==> config.mk <==
export PLATFORM = sky130hd
export DESIGN_NAME = sparse_polynomial_add_top
export DESIGN_NICKNAME = d
export VERILOG_FILES = /design/src/hw/rtl/spa_pkg.sv /design/src/hw/rtl/sparse_polynomial_add_top.sv /design/src/hw/rtl/spa_ctrl.sv /design/src/hw/rtl/spa_datapath.sv
export SDC_FILE = /design/constraint.sdc
export NUM_CORES = 2
export LEC_CHECK = 0
export ABC_AREA = 0
export BUFFER_PORTS_ARGS = -buffer_cell sky130_fd_sc_hd__buf_4
export CORE_MARGIN = 2
export CORE_UTILIZATION = 40
export CTS_CLUSTER_SIZE = 14
export DETAILED_ROUTE_END_ITERATION = 6
export GPL_TIMING_DRIVEN = 1
export PLACE_DENSITY = 0.57
export SYNTH_ARGS = -nofsm -noshare
export SYNTH_HDL_FRONTEND = slang
export SYNTH_HIERARCHICAL = 1
export SYNTH_SLANG_ARGS = --single-unit
==> constraint.sdc <==
create_clock -name clk -period 11.3 [get_ports clk]
set_clock_uncertainty 0.05 [all_clocks]
set_input_delay 2.825 -clock clk [delete_from_list [all_inputs] [get_ports clk]]
set_output_delay 2.825 -clock clk [all_outputs]
set_load 0.02 [all_outputs]
==> src/hw/rtl/spa_pkg.sv <==
`default_nettype none
package spa_pkg;

	localparam int unsigned CoefW = 32;
	localparam int unsigned ExpoW = 16;
	localparam int unsigned KindW = 2;

	typedef logic signed [CoefW-1:0] coef_t;
	typedef logic [ExpoW-1:0]        expo_t;

	typedef enum logic [KindW-1:0] {
		KIND_LOAD_A = 2'd0,
		KIND_LOAD_B = 2'd1,
		KIND_MERGE  = 2'd2,
		KIND_NONE   = 2'd3
	} kind_t;

	typedef enum logic {
		ST_IDLE,
		ST_MERGE
	} state_t;

	typedef struct packed {
		logic load_a;
		logic load_b;
		logic step;
		logic finish;
	} cmd_t;

	typedef struct packed {
		logic a_done;
		logic b_done;
		logic can_push;
	} status_t;

	typedef struct packed {
		coef_t coef;
		expo_t expo;
	} term_t;

endpackage
`default_nettype wire

==> src/hw/rtl/sparse_polynomial_add_top.sv <==
// Load beats (kind A or B) are taken while idle and produce no output.
// A merge beat walks both term stores one head comparison per cycle while the output
// is not stalled, kept or dropped; each kept term waits in a pending register until
// the next kept term or the finish command, then is registered onto the outputs.
// Reset (arst_n low, asynchronous) empties both lists, clears the overflow flag and mode.
`default_nettype none
module sparse_polynomial_add_top #(
	parameter int unsigned MAX_TERMS = 32
) (
	input  wire logic           clk,
	input  wire logic           arst_n,
	input  wire logic           in_valid,
	output logic                in_stall,
	input  wire logic [1:0]     kind,
	input  wire spa_pkg::coef_t coefficient,
	input  wire spa_pkg::expo_t exponent,
	input  wire logic           cfg_we,
	input  wire logic           cfg_wdata,
	output logic                out_valid,
	input  wire logic           out_stall,
	output spa_pkg::coef_t      sum_coefficient,
	output spa_pkg::expo_t      sum_exponent,
	output logic                term_valid,
	output logic                last_term,
	output logic                overflowed
);
	import spa_pkg::*;

	cmd_t    cmd;
	status_t st;

	spa_ctrl u_ctrl (
		.clk      (clk),
		.arst_n   (arst_n),
		.in_valid (in_valid),
		.in_stall (in_stall),
		.kind     (kind),
		.st       (st),
		.cmd      (cmd)
	);

	spa_datapath #(
		.MAX_TERMS (MAX_TERMS)
	) u_datapath (
		.clk             (clk),
		.arst_n          (arst_n),
		.cmd             (cmd),
		.st              (st),
		.cfg_we          (cfg_we),
		.cfg_wdata       (cfg_wdata),
		.coefficient     (coefficient),
		.exponent        (exponent),
		.out_valid       (out_valid),
		.out_stall       (out_stall),
		.sum_coefficient (sum_coefficient),
		.sum_exponent    (sum_exponent),
		.term_valid      (term_valid),
		.last_term       (last_term),
		.overflowed      (overflowed)
	);

	a_cmd_onehot: assert property (@(posedge clk) disable iff (!arst_n)
		$onehot0({cmd.load_a, cmd.load_b, cmd.step, cmd.finish}))
		else $error("more than one datapath command");

	a_finish_ready: assert property (@(posedge clk) disable iff (!arst_n)
		cmd.finish |-> (st.a_done && st.b_done && st.can_push))
		else $error("finish before both lists are drained");

	a_finish_clears: assert property (@(posedge clk) disable iff (!arst_n)
		cmd.finish |=> !in_stall)
		else $error("merge did not return to idle");

	a_marker_last: assert property (@(posedge clk) disable iff (!arst_n)
		(out_valid && !term_valid) |-> last_term)
		else $error("empty marker not flagged last");

endmodule
`default_nettype wire

==> src/hw/rtl/spa_ctrl.sv <==
`default_nettype none
module spa_ctrl (
	input  wire logic             clk,
	input  wire logic             arst_n,
	input  wire logic             in_valid,
	output logic                  in_stall,
	input  wire logic [1:0]       kind,
	input  wire spa_pkg::status_t st,
	output spa_pkg::cmd_t         cmd
);
	import spa_pkg::*;

	state_t state_q;
	state_t state_d;

	always_ff @(posedge clk or negedge arst_n) begin
		if (!arst_n) begin
			state_q <= ST_IDLE;
		end else begin
			state_q <= state_d;
		end
	end

	always_comb begin
		state_d  = state_q;
		cmd      = '0;
		in_stall = 1'b1;
		case (state_q)
			ST_IDLE: begin
				in_stall = 1'b0;
				if (in_valid) begin
					case (kind_t'(kind))
						KIND_LOAD_A: cmd.load_a = 1'b1;
						KIND_LOAD_B: cmd.load_b = 1'b1;
						KIND_MERGE:  state_d = ST_MERGE;
						default:     ;
					endcase
				end
			end
			ST_MERGE: begin
				if (st.can_push) begin
					if (st.a_done && st.b_done) begin
						cmd.finish = 1'b1;
						state_d    = ST_IDLE;
					end else begin
						cmd.step = 1'b1;
					end
				end
			end
			default: state_d = ST_IDLE;
		endcase
	end

endmodule
`default_nettype wire

==> src/hw/rtl/spa_datapath.sv <==
`default_nettype none
module spa_datapath #(
	parameter int unsigned MAX_TERMS = 32
) (
	input  wire logic                clk,
	input  wire logic                arst_n,
	input  wire spa_pkg::cmd_t       cmd,
	output spa_pkg::status_t         st,
	input  wire logic                cfg_we,
	input  wire logic                cfg_wdata,
	input  wire spa_pkg::coef_t      coefficient,
	input  wire spa_pkg::expo_t      exponent,
	output logic                     out_valid,
	input  wire logic                out_stall,
	output spa_pkg::coef_t           sum_coefficient,
	output spa_pkg::expo_t           sum_exponent,
	output logic                     term_valid,
	output logic                     last_term,
	output logic                     overflowed
);
	import spa_pkg::*;

	localparam int unsigned CW    = $clog2(MAX_TERMS + 1);
	localparam int unsigned IW    = (MAX_TERMS > 1) ? $clog2(MAX_TERMS) : 1;
	localparam int unsigned DEPTH = 2 ** IW;
	localparam logic [CW-1:0] FULL = CW'(MAX_TERMS);

	term_t mem_a [DEPTH];
	term_t mem_b [DEPTH];
	term_t rd_a_q;
	term_t rd_b_q;

	logic [CW-1:0] count_a_q;
	logic [CW-1:0] count_b_q;
	logic [CW-1:0] ia_q;
	logic [CW-1:0] ib_q;
	logic [CW-1:0] ia_d;
	logic [CW-1:0] ib_d;
	logic          ovf_q;
	logic          drop_q;

	term_t pend_q;
	logic  pend_valid_q;

	logic          take_a;
	logic          take_b;
	logic signed [CoefW:0] wide_sum;
	coef_t         sat_sum;
	term_t         new_term;
	logic          produce;
	logic          push;
	term_t         push_term;
	logic          push_valid;

	assign st.a_done   = (ia_q == count_a_q);
	assign st.b_done   = (ib_q == count_b_q);
	assign st.can_push = !out_valid || !out_stall;

	assign wide_sum = {rd_a_q.coef[CoefW-1], rd_a_q.coef}
		+ {rd_b_q.coef[CoefW-1], rd_b_q.coef};

	always_comb begin
		case (wide_sum[CoefW:CoefW-1])
			2'b01:   sat_sum = {1'b0, {(CoefW-1){1'b1}}};
			2'b10:   sat_sum = {1'b1, {(CoefW-1){1'b0}}};
			default: sat_sum = wide_sum[CoefW-1:0];
		endcase
	end

	always_comb begin
		take_a   = 1'b0;
		take_b   = 1'b0;
		new_term = rd_a_q;
		produce  = 1'b1;
		if (st.a_done) begin
			take_b   = 1'b1;
			new_term = rd_b_q;
		end else if (st.b_done) begin
			take_a = 1'b1;
		end else if (rd_a_q.expo > rd_b_q.expo) begin
			take_a = 1'b1;
		end else if (rd_a_q.expo < rd_b_q.expo) begin
			take_b   = 1'b1;
			new_term = rd_b_q;
		end else begin
			take_a        = 1'b1;
			take_b        = 1'b1;
			new_term.coef = sat_sum;
			produce       = !(drop_q && (sat_sum == '0));
		end
	end

	always_comb begin
		ia_d = ia_q;
		ib_d = ib_q;
		if (cmd.finish) begin
			ia_d = '0;
			ib_d = '0;
		end else if (cmd.step) begin
			if (take_a) ia_d = ia_q + 1'b1;
			if (take_b) ib_d = ib_q + 1'b1;
		end
	end

	assign push       = cmd.finish || (cmd.step && produce && pend_valid_q);
	assign push_valid = cmd.finish ? pend_valid_q : 1'b1;
	assign push_term  = (cmd.finish && !pend_valid_q) ? term_t'('0) : pend_q;

	always_ff @(posedge clk) begin
		if (cmd.load_a && (count_a_q != FULL)) begin
			mem_a[count_a_q[IW-1:0]] <= term_t'{coef: coefficient, expo: exponent};
		end
		if (cmd.load_b && (count_b_q != FULL)) begin
			mem_b[count_b_q[IW-1:0]] <= term_t'{coef: coefficient, expo: exponent};
		end
		rd_a_q <= mem_a[ia_d[IW-1:0]];
		rd_b_q <= mem_b[ib_d[IW-1:0]];
	end

	always_ff @(posedge clk or negedge arst_n) begin
		if (!arst_n) begin
			count_a_q    <= '0;
			count_b_q    <= '0;
			ia_q         <= '0;
			ib_q         <= '0;
			ovf_q        <= 1'b0;
			drop_q       <= 1'b0;
			pend_valid_q <= 1'b0;
			out_valid    <= 1'b0;
		end else begin
			ia_q <= ia_d;
			ib_q <= ib_d;
			if (cfg_we) begin
				drop_q <= cfg_wdata;
			end
			if (cmd.load_a) begin
				if (count_a_q != FULL) count_a_q <= count_a_q + 1'b1;
				else                   ovf_q     <= 1'b1;
			end
			if (cmd.load_b) begin
				if (count_b_q != FULL) count_b_q <= count_b_q + 1'b1;
				else                   ovf_q     <= 1'b1;
			end
			if (cmd.finish) begin
				count_a_q    <= '0;
				count_b_q    <= '0;
				ovf_q        <= 1'b0;
				pend_valid_q <= 1'b0;
			end else if (cmd.step && produce) begin
				pend_valid_q <= 1'b1;
			end
			if (push) begin
				out_valid <= 1'b1;
			end else if (!out_stall) begin
				out_valid <= 1'b0;
			end
		end
	end

	always_ff @(posedge clk) begin
		if (cmd.step && produce) begin
			pend_q <= new_term;
		end
		if (push) begin
			sum_coefficient <= push_term.coef;
			sum_exponent    <= push_term.expo;
			term_valid      <= push_valid;
			last_term       <= cmd.finish;
			overflowed      <= ovf_q;
		end
	end

endmodule
`default_nettype wire
Word-level counts from Yosys, hierarchy flattened --
Memory sizes are Yosys's and may differ from the RTL's. A register that Yosys moved wholly into a read port is not among the register bits. Index checks and enable logic that the tools add are counted.
Word-level totals: bits in registers 128, bits in latches 0, bits in writable memories 3072, bits in read-only memories 0, input port bits 56, logic and storage cells 119, memories kept 2
Memories:
- u_datapath.mem_a | depth 32, width 48, rd ports 1, clocked after memory_dff 1, wr ports 1, line spa_datapath.sv:28 | term_t mem_a [DEPTH];
- u_datapath.mem_b | depth 32, width 48, rd ports 1, clocked after memory_dff 1, wr ports 1, line spa_datapath.sv:29 | term_t mem_b [DEPTH];
Cells by class: add/sub/neg operators 5, $mul 0, div/mod/pow operators 0, $lt $le $gt $ge 2, equal/unequal tests 9, shift-type cells 0, multiplexer cells 55, bitwise gates (word level) 1, reductions and logical operators 27
Operators by type and width (number):
- two-way mux 48 bit | 3
- two-way mux 6 bit | 12
- one-hot mux 32 bit (2 select lines) | 1
- adder 32 x 32 -> 33 bit | 1
- logical NOT 32 bit | 1
- two-way mux 1 bit | 32
- two-way mux 32 bit | 1
- adder 6 x 1 -> 6 bit, second input constant | 4
- greater-than comparator 16 bit | 1
- less-than comparator 16 bit | 1
- two-way mux 16 bit | 1
- nonzero test 2 bit | 8
- == test 6 bit | 2
- inequality test 6 bit, second input constant | 2
- two-way mux 2 bit | 4
- AND reduction 2 bit | 4
- logical AND 1 bit | 7
- == test 2 x 1 -> 1 bit, second input constant | 2
- == test 2 bit, second input constant | 2
- logical NOT 1 bit | 4
- logical NOT 2 bit | 1
- logical OR 1 bit | 2
- inequality test 2 x 1 -> 1 bit, second input constant | 1
- one-hot mux 1 bit (2 select lines) | 1
- inverter 1 bit | 1

Depth between registers and ports, before layout --
depth in word-level cells 14, depth in mapped cells 22, depth with buffers taken out 21

Modules after synthesis --
The synthesis kept the hierarchy.
By module, submodules not included:
- spa_datapath | times used 1, cells each 7551, area each 129804.5 sq um
- spa_ctrl | times used 1, cells each 9, area each 92.6 sq um

Worst setup path before layout --
OpenSTA, ideal clock, no wires.
path kind flip-flop to flip-flop, from reg u_datapath/rd_a_q[16] (netlist name), to reg u_datapath/pend_q[0] (netlist bit) (enable), library setup time 527 ps, arrival time 7402 ps, required time 10723 ps, slack 3320 ps, cell stages (with the launch flop) 21, path buffers 3, path through dfxtp_1 -> ha_1 -> inv_1 -> fa_1 -> nand2b_1 -> a21oi_1 -> o32ai_1 -> o31ai_1 -> a31oi_1 -> o21ai_0 -> a21oi_1 -> nand3_1 -> o21ai_0 -> ha_1 -> clkbuf_1 -> clkbuf_1 -> buf_1 -> o41ai_1 -> nand4_1 -> nor4b_2 -> a21boi_0
On the way: longest elaborated chain between the ends 11, elaborated cells on any way between the ends 12
RTL lines:
- adder 32 x 32 -> 33 bit * | line spa_datapath.sv:60 | + {rd_b_q.coef[CoefW-1], rd_b_q.coef};
- == test 2 bit or == test 2 x 1 -> 1 bit (tied branches) | line spa_datapath.sv:63 | case (wide_sum[CoefW:CoefW-1])
- one-hot mux 32 bit (2 select lines) * | line spa_datapath.sv:63
- logical NOT 32 bit * | line spa_datapath.sv:89 | produce = !(drop_q && (sat_sum == '0));
- logical AND 1 bit * | line spa_datapath.sv:89
- logical NOT 1 bit * | line spa_datapath.sv:89
- two-way mux 1 bit * | line spa_datapath.sv:82 | end else if (rd_a_q.expo < rd_b_q.expo) begin
- two-way mux 1 bit * | line spa_datapath.sv:80 | end else if (rd_a_q.expo > rd_b_q.expo) begin
- two-way mux 1 bit * | line spa_datapath.sv:78 | end else if (st.b_done) begin
- two-way mux 1 bit * | line spa_datapath.sv:75 | if (st.a_done) begin
- logical AND 1 bit * | line spa_datapath.sv:161 | if (cmd.step && produce) begin
- end signal, assigned | line spa_datapath.sv:162 | pend_q <= new_term;
- end, declared | line spa_datapath.sv:42 | term_t pend_q;
Every way passes the cells marked *; elsewhere a longest branch is shown, timed or not. A chain may end at the register's enable or synchronous reset.

Worst setup path in the final report --
from reg u_datapath/rd_a_q[16] (netlist name), to reg u_datapath.sum_coefficient[27] (enable)
On the way: longest elaborated chain between the ends 13, elaborated cells on any way between the ends 14
RTL lines:
- adder 32 x 32 -> 33 bit * | line spa_datapath.sv:60
- == test 2 bit or == test 2 x 1 -> 1 bit (tied branches) | line spa_datapath.sv:63
- one-hot mux 32 bit (2 select lines) * | line spa_datapath.sv:63
- logical NOT 32 bit * | line spa_datapath.sv:89
- logical AND 1 bit * | line spa_datapath.sv:89
- logical NOT 1 bit * | line spa_datapath.sv:89
- two-way mux 1 bit * | line spa_datapath.sv:82
- two-way mux 1 bit * | line spa_datapath.sv:80
- two-way mux 1 bit * | line spa_datapath.sv:78
- two-way mux 1 bit * | line spa_datapath.sv:75
- logical AND 1 bit * (2 in series) | line spa_datapath.sv:105 | assign push = cmd.finish || (cmd.step && produce && pend_valid_q);
- logical OR 1 bit * | line spa_datapath.sv:105
- named net u_datapath.push | line spa_datapath.sv:51 | logic push;
- end signal, assigned | line spa_datapath.sv:165 | sum_coefficient <= push_term.coef;
- end, declared | line spa_datapath.sv:15 | output spa_pkg::coef_t sum_coefficient,
Mark *: on every way through the listed nets, which the timed path passes. The rest lies on a longest branch.

==> results.cfg <==
[run_status]
status = finished clean

[power_and_ir_drop]
p_per_area_nw_per_um2 = 302
total_power_w = 0.0446
ir_drop_uv = 575
p_leak_nw = 48.5

[die]
io_pins = 109
core_area_um2 = 324000
die_x_um = 574
row_count = 209
die_h_um = 574
die_area_um2 = 329000
initial_utilization_pct = 40.1

[placed_design]
preCtsSetupSlack_ps = 3170
dp_hpwl_um = 198000
routabilityCongestion = 0.854
port_buffers = 108

[setup_path]
worst_path_max_delay_cell = a2111oi_0
path_cells = ha_1 -> inv_1 -> fa_1 -> nand2b_1 -> a21oi_1 -> o32ai_1 -> o31ai_1 -> a31oi_1 -> o21ai_0 -> a21oi_1 -> nand3_1 -> o21ai_0 -> ha_1 -> buf_4 -> inv_1 -> a2111oi_0 -> a31oi_1 -> nor4b_2 -> buf_4 -> o21ai_4 -> buf_4
cpMostUsedCell = buf_4
cp_data_arrival_time_ps = 8090
cp.required_ps = 11790
timing.rr.start = u_datapath/rd_a_q[16]
cp_max_fo = 51
cp-end-kind = register
cpPeakStageDelay_ps = 1040
critical_path_class = reg2reg
start_kind = register
startpoint = u_datapath/rd_a_q[16]

[detailed_routing]
vias_per_cell = 5.66
drcViolationCount = 0
drt_pass1_iterations = 5
wire_per_inst_um = 29.4
vias = 70166
drt_wl_total_um = 365000
ant_nets = 0
drt_iter0_drc = 6704

[synth]
synth-seq-cells = 3296
ys_seq_area_share_pct = 75.3
synth_area_per_cell_um2 = 17.2
postSynthCellCount = 7560
synth_edf_count = 3171
synth-async-reset-ratio_pct = 0.880
yosys.area.top_type = edfxtp_1
yosysWarningCount = 6
synth_top_cell_area_share_pct = 73.3
synth.area.top_cells = edfxtp_1 73%, mux2i_1 9.3%, mux2_2 3.4%
synthFlopType = edfxtp_1
synth_area_um2 = 130000
synth_cell_types = 78
synth_nets = 7677

[min_path]
hp-class = reg2reg
holdCritStartpoint = u_datapath/ovf_q

[cts]
postCtsSetupBuffers = 0
numCtsBuffers = 347
htree_levels = 5
cts_resized = 0
root_buffer = clkbuf_16
cts_hold_buf = 0
clock_sinks = 3296
cts_tree = yes
clk_transition_reported_paths_ps = 60
worstSkewPairLatency_ps = 950
cts.path.max_buffers = 4

[cells_and_area]
final_cell_mix = 3171 x edfxtp_1, 1206 x mux2i_1, 390 x mux2_2
nets = 7871
final_common_cell = edfxtp_1
drive_gt1_share_pct = 16.0
area_growth_pct = 13.5

[sta]
report.final.slew_viol_count = 0
fin_crit_sh_pct = 67.2
setup_slack_ps = 3700
hold_violations = 0
worst_slew_pin_slew_ps = 1440
rsz0062_at_grt = no
maxSlewHeadroom_pct = 4.00
tns_ps = 0
fin_crit_ps = 7600
setup_viol_count_final = 0
max_freq_mhz = 132

[global_route]
grt_antenna_before_repair = 28
grt_max_degree = 157
grt_overflow = 0
grt_use_total_pct = 21.5
grt_pass1_vias = 68720
grt_first_pass_wirelength_um = 511000

[job]
cap_violations = 0
==> per-layer routing <==
| metal | vias up | track usage (%) | part of all wire, % |
|---|---|---|---|
| met2 | 2098 | 36.8 | 50 |
| li1 | 30354 | - | - |
| met3 | 545 | 2.40 | 5.0 |
| met4 | 8 | 6.53 | 3.0 |
| met5 | - | 0 | 0.014 |
| met1 | 37161 | 28.9 | 42 |
==> final timing paths <==
path,end,slack (ps),depth (start not counted)
worst max register to register,u_datapath/sum_coefficient[27],3700,21
min in group asynchronous,u_datapath/drop_q,1770,1
worst min register to register,u_datapath/overflowed,460,0
worst min-delay path,u_datapath/overflowed,460,0
worst max-delay path,u_datapath/sum_coefficient[27],3700,21
max in group asynchronous,u_datapath/count_b_q[2],9070,1
==> flip-flops by register name (all words and copies together) (netlist names) <==
name and cells:
u_datapath/mem_a 1536, u_datapath/mem_b 1536, u_datapath/pend_q 48, u_datapath/rd_a_q 48
u_datapath/rd_b_q 48, u_datapath/sum_coefficient 32, u_datapath/sum_exponent 16, u_datapath/count_a_q 6
u_datapath/count_b_q 6, u_datapath/ia_q 6, u_datapath/ib_q 6, u_ctrl/state_q 1
u_datapath/drop_q 1, u_datapath/last_term 1, u_datapath/out_valid 1, u_datapath/overflowed 1
u_datapath/ovf_q 1, u_datapath/pend_valid_q 1, u_datapath/term_valid 1
==> per-stage QoR <==
stage / std cells / hold slack [ps] / util, % / area (um^2)
floorplan: 7560 / 376 / - / 130000
global placement: 11730 / 432 / 42.1 / 136000
detailed placement: 11730 / 433 / 42.1 / 136000
CTS: 12371 / 465 / 45.5 / 147000
global route: 12373 / 467 / 45.5 / 147000
finish: 12402 / 462 / 45.6 / 147000
==> synthesized netlist by cell type, types with 4 or more instances <==
cell       count
a2111oi_0      4
a211oi_1     194
a21boi_0       5
a21o_1         9
a21oi_1      326
a21oi_2        7
a311oi_1       4
a31oi_1        5
a32o_1        47
and2_1       194
and3_1         6
and4_1        52
buf_1         14
buf_2        203
buf_4         51
clkbuf_1     152
dfrtp_1       29
dfxtp_1       96
edfxtp_1    3171
ha_1          60
inv_1         49
inv_2          4
mux2_2       390
mux2i_1     1206
nand2_1      340
nand2b_1      13
nand3_1       44
nand4_1       20
nor2_1       133
nor2b_1       13
nor3_1        26
nor3b_1        5
nor4_1        99
o211ai_1       9
o21a_1        13
o21ai_0       62
o22a_1         8
o22ai_1      386
or2_2          4
or3_1          6
xnor2_1       25
xor2_1        22
==> final cells by class <==
class	instances	area [um^2]
Fill cell	27726	176000
Sequential cell	3296	97900
Antenna cell	31	77.6
Multi-Input combinational cell	3789	30600
Inverter	53	206
Clock buffer	434	9160
Clock inverter	207	2010
Timing Repair Buffer	267	2130
Tap cell	4325	5410
==> worst max-delay path: cells and delay by family (launching register included) <==
| kind | cells | cell delay [ps] |
|---|---|---|
| AOI/OAI and AO/OA | 10 | 3490 |
| buffers and inverters | 5 | 1380 |
| adders and majority gates | 3 | 1060 |
| and+or+nand+nor | 3 | 600 |
| DFF | 1 | 510 |
==> power by group <==
group / switching (W) / internal, W
Sequential: 0.000474 / 0.0141
Combinational: 0.0115 / 0.00741
Clock: 0.00479 / 0.00632
Total: 0.0168 / 0.0278
==> cell families (layout without fill, tap and decap cells) <==
logic type      count (synthesis)  count (layout)  synth area share [%]
xor+xnor                       47              47                 0.317
other cells                     0              31                     0
compound gates               1108            1108                  5.43
simple gates                  974             974                  3.88
flops                        3296            3296                  75.3
buf+inv                       475             961                  1.73
mux                          1599            1599                  12.7
fa+ha+maj                      61              61                 0.593
No activity file was read; power rests on OpenSTA's default activity.
